===== config.mk =====
export PLATFORM = sky130hd
export DESIGN_NAME = datetime_difference_unit
export DESIGN_NICKNAME = d
export VERILOG_FILES = /design/src/hdl/dtd_pkg.sv /design/src/hdl/dtd_stamp.sv /design/src/hdl/datetime_difference_unit.sv
export SDC_FILE = /design/constraint.sdc
export NUM_CORES = 2
export LEC_CHECK = 0
export BUFFER_PORTS_ARGS = -buffer_cell sky130_fd_sc_hd__buf_2
export CELL_PAD_IN_SITES_DETAIL_PLACEMENT = 2
export CELL_PAD_IN_SITES_GLOBAL_PLACEMENT = 2
export CORE_AREA = 2 2 270 406
export CTS_BUF_LIST = sky130_fd_sc_hd__clkbuf_4 sky130_fd_sc_hd__clkbuf_8
export CTS_CLUSTER_DIAMETER = 150
export DETAILED_ROUTE_END_ITERATION = 7
export DIE_AREA = 0 0 272 408
export GPL_ROUTABILITY_DRIVEN = 0
export MAX_ROUTING_LAYER = met4
export PLACE_DENSITY = 0.77
export SLEW_MARGIN = 20
export SYNTH_ARGS = -nofsm -noshare
export SYNTH_HDL_FRONTEND = slang
export SYNTH_SLANG_ARGS = --single-unit

===== constraint.sdc =====
create_clock -name clk_i -period 25.7 [get_ports clk_i]
set_input_delay 5.14 -clock clk_i [delete_from_list [all_inputs] [get_ports clk_i]]
set_output_delay 5.14 -clock clk_i [all_outputs]
set_load 0.03 [all_outputs]

===== src/hdl/dtd_pkg.sv =====
package dtd_pkg;

  localparam int DAY_W = 25;

  // floor(q / 25) == (q * DIV25_RECIP) >> DIV25_SHIFT for every q below 2**14
  localparam int          DIV25_RECIP_W = 15;
  localparam int          DIV25_SHIFT   = 19;
  localparam logic [14:0] DIV25_RECIP   = 15'd20972;

  localparam logic [4:0] HOURS_PER_DAY = 5'd24;
  localparam logic [5:0] MINS_PER_HOUR = 6'd60;
  localparam logic [5:0] SECS_PER_MIN  = 6'd60;

  typedef enum logic [1:0] {
    STATUS_OK         = 2'd0,
    STATUS_FIRST_BAD  = 2'd1,
    STATUS_SECOND_BAD = 2'd2
  } status_e;

  typedef enum logic [1:0] {
    ORDER_EQUAL   = 2'd0,
    ORDER_LATER   = 2'd1,
    ORDER_EARLIER = 2'd2
  } order_e;

  // Day number and time of day of one checked timestamp
  typedef struct packed {
    logic             ok;
    logic [DAY_W-1:0] days;
    logic [4:0]       hour;
    logic [5:0]       minute;
    logic [5:0]       second;
  } stamp_t;

  function automatic logic [4:0] month_len(input logic [3:0] month, input logic leap);
    logic [4:0] len;
    case (month)
      4'd2:                      len = leap ? 5'd29 : 5'd28;
      4'd4, 4'd6, 4'd9, 4'd11:   len = 5'd30;
      4'd1, 4'd3, 4'd5, 4'd7,
      4'd8, 4'd10, 4'd12:        len = 5'd31;
      default:                   len = 5'd0;
    endcase
    return len;
  endfunction

  // Days in a common year before the first of the month
  function automatic logic [8:0] days_before(input logic [3:0] month);
    logic [8:0] cum;
    case (month)
      4'd1:    cum = 9'd0;
      4'd2:    cum = 9'd31;
      4'd3:    cum = 9'd59;
      4'd4:    cum = 9'd90;
      4'd5:    cum = 9'd120;
      4'd6:    cum = 9'd151;
      4'd7:    cum = 9'd181;
      4'd8:    cum = 9'd212;
      4'd9:    cum = 9'd243;
      4'd10:   cum = 9'd273;
      4'd11:   cum = 9'd304;
      4'd12:   cum = 9'd334;
      default: cum = 9'd0;
    endcase
    return cum;
  endfunction

endpackage


===== src/hdl/dtd_stamp.sv =====
module dtd_stamp #(
  parameter int YEAR_WIDTH = 16
) (
  input  logic                  clk_i,
  input  logic                  en_i,
  input  logic [4:0]            day_i,
  input  logic [3:0]            month_i,
  input  logic [YEAR_WIDTH-1:0] year_i,
  input  logic [4:0]            hour_i,
  input  logic [5:0]            minute_i,
  input  logic [5:0]            second_i,
  output dtd_pkg::stamp_t       stamp_o
);

  localparam int QW = YEAR_WIDTH - 2;
  localparam int PW = QW + dtd_pkg::DIV25_RECIP_W;
  localparam int CW = PW - dtd_pkg::DIV25_SHIFT;
  localparam int MW = YEAR_WIDTH + 9;
  localparam int DW = dtd_pkg::DAY_W;

  // ---------------- stage 1: year products and range checks
  logic [YEAR_WIDTH-1:0] prev_year;
  logic [QW-1:0]         qp_d, qy_d, qp_q, qy_q;
  logic [PW-1:0]         prodp_d, prody_d, prodp_q, prody_q;
  logic [MW-1:0]         p365_d, p365_q;
  logic                  basic_ok_d, basic_ok_q;
  logic [1:0]            ylo_q;
  logic [4:0]            day1_q, hour1_q;
  logic [3:0]            month1_q;
  logic [5:0]            minute1_q, second1_q;

  assign prev_year = year_i - YEAR_WIDTH'(1);
  assign qp_d      = prev_year[YEAR_WIDTH-1:2];
  assign qy_d      = year_i[YEAR_WIDTH-1:2];
  assign prodp_d   = {{dtd_pkg::DIV25_RECIP_W{1'b0}}, qp_d} * {{QW{1'b0}}, dtd_pkg::DIV25_RECIP};
  assign prody_d   = {{dtd_pkg::DIV25_RECIP_W{1'b0}}, qy_d} * {{QW{1'b0}}, dtd_pkg::DIV25_RECIP};
  assign p365_d    = MW'(prev_year) * MW'(9'd365);

  always_comb begin
    basic_ok_d = (year_i != '0) && (month_i inside {[4'd1:4'd12]}) && (day_i != 5'd0) &&
                 (hour_i < dtd_pkg::HOURS_PER_DAY) && (minute_i < dtd_pkg::MINS_PER_HOUR) &&
                 (second_i < dtd_pkg::SECS_PER_MIN);
  end

  always_ff @(posedge clk_i) begin
    if (en_i) begin
      qp_q       <= qp_d;
      qy_q       <= qy_d;
      prodp_q    <= prodp_d;
      prody_q    <= prody_d;
      p365_q     <= p365_d;
      basic_ok_q <= basic_ok_d;
      ylo_q      <= year_i[1:0];
      day1_q     <= day_i;
      month1_q   <= month_i;
      hour1_q    <= hour_i;
      minute1_q  <= minute_i;
      second1_q  <= second_i;
    end
  end

  // ---------------- stage 2: leap rule, day check, year base
  logic [CW-1:0] cp, cy;
  logic [QW-1:0] cy25;
  logic          leap;
  logic          ok_d, ok2_q;
  logic [DW-1:0] base_d, base_q;
  logic [8:0]    offs_d, offs_q;
  logic [4:0]    hour2_q;
  logic [5:0]    minute2_q, second2_q;

  assign cp   = prodp_q[PW-1:dtd_pkg::DIV25_SHIFT];  // (year-1) / 100
  assign cy   = prody_q[PW-1:dtd_pkg::DIV25_SHIFT];  // year / 100
  assign cy25 = QW'(cy) * QW'(5'd25);
  // divisible by 4, and either not by 100 or also by 400
  assign leap = (ylo_q == 2'b00) && ((qy_q != cy25) || (cy[1:0] == 2'b00));
  assign ok_d = basic_ok_q && (day1_q <= dtd_pkg::month_len(month1_q, leap));

  assign base_d = DW'(p365_q) + DW'(qp_q) - DW'(cp) + DW'(cp[CW-1:2]);
  assign offs_d = dtd_pkg::days_before(month1_q) + 9'(leap && (month1_q > 4'd2)) +
                  9'(day1_q) - 9'd1;

  always_ff @(posedge clk_i) begin
    if (en_i) begin
      ok2_q     <= ok_d;
      base_q    <= base_d;
      offs_q    <= offs_d;
      hour2_q   <= hour1_q;
      minute2_q <= minute1_q;
      second2_q <= second1_q;
    end
  end

  // ---------------- stage 3: day number
  dtd_pkg::stamp_t stamp_d, stamp_q;

  always_comb begin
    stamp_d.ok     = ok2_q;
    stamp_d.days   = base_q + DW'(offs_q);
    stamp_d.hour   = hour2_q;
    stamp_d.minute = minute2_q;
    stamp_d.second = second2_q;
  end

  always_ff @(posedge clk_i) begin
    if (en_i) begin
      stamp_q <= stamp_d;
    end
  end

  assign stamp_o = stamp_q;

endmodule


===== src/hdl/datetime_difference_unit.sv =====
// Channel  Direction  Handshake              Payload
// in       input      in_valid_i/in_ready_o  first_*_i, second_* _i (day..second)
// out      output     out_valid_o/out_ready_i status_o order_o day_count_o hours_o
//                                             minutes_o seconds_o
//
// Four register stages: year products, leap rule and year base, day number,
// compare and borrow chain into the output register. One transaction is taken
// every cycle unless stalled. All stages advance together whenever the output
// register is empty or being drained; out_ready_i low with a full output
// register holds every stage. Reset clears the valid bits only.
module datetime_difference_unit #(
  parameter int YEAR_WIDTH = 16
) (
  input  logic        clk_i,
  input  logic        rst_ni,
  input  logic        in_valid_i,
  output logic        in_ready_o,
  input  logic [4:0]  first_day_i,
  input  logic [3:0]  first_month_i,
  input  logic [15:0] first_year_i,
  input  logic [4:0]  first_hour_i,
  input  logic [5:0]  first_minute_i,
  input  logic [5:0]  first_second_i,
  input  logic [4:0]  second_day_i,
  input  logic [3:0]  second_month_i,
  input  logic [15:0] second_year_i,
  input  logic [4:0]  second_hour_i,
  input  logic [5:0]  second_minute_i,
  input  logic [5:0]  second_second_i,
  output logic        out_valid_o,
  input  logic        out_ready_i,
  output logic [1:0]  status_o,
  output logic [1:0]  order_o,
  output logic [24:0] day_count_o,
  output logic [4:0]  hours_o,
  output logic [5:0]  minutes_o,
  output logic [5:0]  seconds_o
);

  localparam int DW = dtd_pkg::DAY_W;

  logic            en;
  logic            v1_q, v2_q, v3_q, out_valid_q;
  dtd_pkg::stamp_t sa, sb;

  assign en         = !out_valid_q || out_ready_i;
  assign in_ready_o = en;

  always_ff @(posedge clk_i or negedge rst_ni) begin
    if (!rst_ni) begin
      v1_q        <= 1'b0;
      v2_q        <= 1'b0;
      v3_q        <= 1'b0;
      out_valid_q <= 1'b0;
    end else if (en) begin
      v1_q        <= in_valid_i;
      v2_q        <= v1_q;
      v3_q        <= v2_q;
      out_valid_q <= v3_q;
    end
  end

  dtd_stamp #(.YEAR_WIDTH(YEAR_WIDTH)) u_first (
    .clk_i    (clk_i),
    .en_i     (en),
    .day_i    (first_day_i),
    .month_i  (first_month_i),
    .year_i   (first_year_i[YEAR_WIDTH-1:0]),
    .hour_i   (first_hour_i),
    .minute_i (first_minute_i),
    .second_i (first_second_i),
    .stamp_o  (sa)
  );

  dtd_stamp #(.YEAR_WIDTH(YEAR_WIDTH)) u_second (
    .clk_i    (clk_i),
    .en_i     (en),
    .day_i    (second_day_i),
    .month_i  (second_month_i),
    .year_i   (second_year_i[YEAR_WIDTH-1:0]),
    .hour_i   (second_hour_i),
    .minute_i (second_minute_i),
    .second_i (second_second_i),
    .stamp_o  (sb)
  );

  // ---------------- stage 4: order and difference with borrows
  dtd_pkg::stamp_t   big, sml;
  dtd_pkg::status_e  status_d;
  dtd_pkg::order_e   order_d;
  logic              a_gt, a_lt;
  logic              bs, bm, bh;
  logic [5:0]        sec_d, min_d;
  logic [4:0]        hr_d;
  logic [DW-1:0]     days_d;

  logic [1:0]        status_q, order_q;
  logic [DW-1:0]     days_q;
  logic [4:0]        hr_q;
  logic [5:0]        min_q, sec_q;

  assign a_gt = {sa.days, sa.hour, sa.minute, sa.second} >
                {sb.days, sb.hour, sb.minute, sb.second};
  assign a_lt = {sa.days, sa.hour, sa.minute, sa.second} <
                {sb.days, sb.hour, sb.minute, sb.second};

  always_comb begin
    big = a_gt ? sa : sb;
    sml = a_gt ? sb : sa;

    bs    = big.second < sml.second;
    sec_d = big.second - sml.second + (bs ? dtd_pkg::SECS_PER_MIN : 6'd0);

    bm    = {1'b0, big.minute} < ({1'b0, sml.minute} + 7'(bs));
    min_d = big.minute - sml.minute - 6'(bs) + (bm ? dtd_pkg::MINS_PER_HOUR : 6'd0);

    bh    = {1'b0, big.hour} < ({1'b0, sml.hour} + 6'(bm));
    hr_d  = big.hour - sml.hour - 5'(bm) + (bh ? dtd_pkg::HOURS_PER_DAY : 5'd0);

    days_d = big.days - sml.days - DW'(bh);

    if (a_gt) begin
      order_d = dtd_pkg::ORDER_LATER;
    end else if (a_lt) begin
      order_d = dtd_pkg::ORDER_EARLIER;
    end else begin
      order_d = dtd_pkg::ORDER_EQUAL;
    end

    if (!sa.ok) begin
      status_d = dtd_pkg::STATUS_FIRST_BAD;
    end else if (!sb.ok) begin
      status_d = dtd_pkg::STATUS_SECOND_BAD;
    end else begin
      status_d = dtd_pkg::STATUS_OK;
    end

    // zero every difference field of a rejected pair
    if (status_d != dtd_pkg::STATUS_OK) begin
      order_d = dtd_pkg::ORDER_EQUAL;
      sec_d   = '0;
      min_d   = '0;
      hr_d    = '0;
      days_d  = '0;
    end
  end

  always_ff @(posedge clk_i) begin
    if (en) begin
      status_q <= status_d;
      order_q  <= order_d;
      days_q   <= days_d;
      hr_q     <= hr_d;
      min_q    <= min_d;
      sec_q    <= sec_d;
    end
  end

  assign out_valid_o = out_valid_q;
  assign status_o    = status_q;
  assign order_o     = order_q;
  assign day_count_o = days_q;
  assign hours_o     = hr_q;
  assign minutes_o   = min_q;
  assign seconds_o   = sec_q;

endmodule


==> impl_metrics.ini <==
[worst_setup_path]
critPathArrivalTime_ns = 12.70
critPathCaptureType = flop
critPathRequiredTime_ns = 26.14
critPathLaunchType = flop
crit_path_top_delay_cell = o21ai_0
path_max_fanout = 47
critPathMaxStageDelay_ns = 0.90
critPathKind = reg2reg
crit_top_cell = ha_1

[cells_and_area]
drive_gt1_frac = 0.0749
layout_commonest_cell = inv_1
nets = 5673
fill_cells = 11200
area_delta_synth_final_pct = 10.0
mostFrequentLayoutCells = 993 x inv_1, 807 x ha_1, 440 x edfxtp_1, 414 x fa_1, 200 x xnor2_1
fin_area_mm2 = 0.0494

[yosys]
ys_types = 74
ys.flop_type = edfxtp_1
syn_nets = 5447
synth_top_area_share = 0.294
syn_inst = 4138
synth.avg_cell_area_um2 = 10.8
synth_edf_count = 440
synth_top_family_by_area = adder cells
ys_seq_area_frac = 0.305
synth_compound_area_frac = 0.0756
synthAdderAreaFrac = 0.410
synth_xor_area_frac = 0.0562
synth_seq_cells = 462
synth_top_area_cell = edfxtp_1
synth_area_mm2 = 0.0449
yosysWarnings = 0
netlist_top_cells_area = edfxtp_1 29%, ha_1 23%, fa_1 18%
async_flop_share = 0.00866
synth_mux_area_frac = 0.00374
synth-simple-area-share = 0.0651

[timing]
fin_worst_skew_ns = 0.0726
layout_worst_path_cycle_share = 0.477
fin_crit_ns = 12.26
rsz0062_at_grt = false
relSlewSlack = 0.223
tightest_slew_ns = 1.15
slew_viol_final = 0
setup_viol = 0
hold_violations = 0
tns_ns = 0
fmax_mhz = 81.6

[placement]
post_dp_cell_area_mm2 = 0.0475
port_buffers = 135
hpwl_um = 102000

[detailed_routing]
vias_per_cell = 5.12
antenna_left = 0
drtPass1Iterations = 5
num_vias = 30000
first_iter_violations = 1049
drc = 0
wire_per_inst_um = 21.2
wl_um = 124000

[clock_tree]
clk-insertion-delay-late_ns = 0.79
cts-buffers-inserted = 84
cts_root_buffer = clkbuf_8
ctsResizeCount = 0
cts_num_sinks = 462
postCtsSetupBuffers = 0
h-tree-depth = 3
cts_tree = built
hold_buffers = 0
clk_transition_reported_paths_ns = 0.06
cts.path.max_buffers = 3

[die]
dieArea_mm2 = 0.111
fp.dieW_um = 272
initial_core_util = 0.417
num_rows = 148
io_pins = 136
coreArea_mm2 = 0.108
die_h_um = 408

[grt]
grt.overflow.total = 0
grtUsageMet1 = 0.237
met3_usage = 0.0233
grt_pass1_wl_um = 198000
antenna_found_initial = 8
gr-usage-met2 = 0.470
grt_max_degree = 171
grtUsageTotal = 0.236
grt_pass1_vias = 35900
gr-max-usage-layer = met2

[flow_run]
maxCapViolations = 0

[worst_hold_path]
min_path_type = reg2reg

[run_status]
run_status = finished, final reports clean
-- state kept, by name (all words and copies together), names as in the netlist, 10 cells and up, named ones only --
signal,flops
u_second.qp_q,14
u_first.prody_q,10
u_first.prodp_q,10
u_second.qy_q,14
u_first.p365_q,25
day_count_o,25
u_second.prody_q,10
u_second.prodp_q,10
u_second.p365_q,25
u_second.stamp_o,43
u_first.qy_q,14
u_second.base_q,25
u_first.stamp_o,43
u_first.base_q,25
u_first.qp_q,14
-- Yosys cell counts (5+ instances only) --
| master | number |
|---|---|
| nand4_1 | 23 |
| mux2i_1 | 10 |
| a21o_1 | 73 |
| a21boi_0 | 12 |
| edfxtp_1 | 440 |
| a31o_2 | 9 |
| ha_1 | 807 |
| a21boi_1 | 7 |
| nor2b_1 | 27 |
| nor4_1 | 10 |
| o21bai_1 | 18 |
| o21ai_0 | 98 |
| a211oi_1 | 9 |
| nand2b_1 | 20 |
| o21a_1 | 24 |
| and2_1 | 11 |
| a31oi_1 | 10 |
| or3_1 | 15 |
| nand3_1 | 49 |
| xor2_1 | 88 |
| inv_1 | 993 |
| o41ai_1 | 5 |
| dfxtp_1 | 18 |
| fa_1 | 414 |
| nor3_1 | 67 |
| a21oi_1 | 178 |
| nand2_1 | 138 |
| nor2_1 | 193 |
| and3_1 | 37 |
| xnor2_1 | 200 |
| o31ai_1 | 9 |
| clkbuf_1 | 12 |
| a211o_1 | 8 |
| or2_2 | 9 |
| mux2_2 | 6 |
| o211ai_1 | 12 |
-- layer usage --
| metal | up-vias | part of all wire |
|---|---|---|
| li1 | 14100 | - |
| met1 | 15400 | 0.37 |
| met2 | 365 | 0.58 |
| met3 | 175 | 0.022 |
| met4 | 0 | 0.027 |
| met5 | - | 0 |
-- stage by stage --
step | setup WS, ns | instances | hold slack [ns] | utilization
2_1_floorplan | 2.68 | 4138 | 0.400 | -
3_3_place_gp | 13.20 | 5703 | 0.400 | 0.441
3_5_place_dp | 12.84 | 5703 | 0.406 | 0.441
4_1_cts | 13.38 | 5856 | 0.417 | 0.459
5_1_grt | 12.59 | 5863 | 0.424 | 0.459
6_report | 13.44 | 5863 | 0.414 | 0.459
-- final timing paths --
check | start | end | slack (ns) | cells past startpoint
max in group asynchronous | rst_ni | v1_q | 21.37 | 1
setup reg to reg | u_first.stamp_o[5] | day_count_o[24] | 13.44 | 50
hold / removal | u_first.second2_q[1] | u_first.stamp_o[1] | 0.41 | 0
min in group asynchronous | rst_ni | v3_q | 4.19 | 1
setup / recovery | u_first.stamp_o[5] | day_count_o[24] | 13.44 | 50
hold reg to reg | u_first.second2_q[1] | u_first.stamp_o[1] | 0.41 | 0
-- logic make-up after synthesis --
| kind of cell | Yosys count |
|---|---|
| xor+xnor | 288 |
| mux | 16 |
| buf+inv | 1013 |
| fa+ha+maj | 1221 |
| simple gates | 614 |
| compound gates | 524 |
| flops | 462 |
-- final cells by class --
| type | count | area [um2] | share of cell area |
|---|---|---|---|
| Multi-Input combinational cell | 2663 | 27400 | 0.555 |
| Sequential cell | 462 | 13700 | 0.277 |
| Inverter | 993 | 3730 | 0.0755 |
| Tap cell | 1425 | 1780 | 0.0361 |
| Clock buffer | 96 | 1250 | 0.0254 |
| Timing Repair Buffer | 160 | 888 | 0.0180 |
| Clock inverter | 57 | 628 | 0.0127 |
| Antenna cell | 7 | 17.5 | 0.000355 |
-- critical path, delay by kind of cell, from the launching register on --
family | cells | cell delay (ns)
flops | 1 | 0.42
simple gates | 10 | 1.20
compound gates | 24 | 6.48
xor+xnor | 2 | 0.37
buf+inv | 4 | 0.53
fa+ha+maj | 10 | 2.92
Power is not shown: default switching activity piles up to over one toggle a cycle in this logic, so the estimate is an artifact.
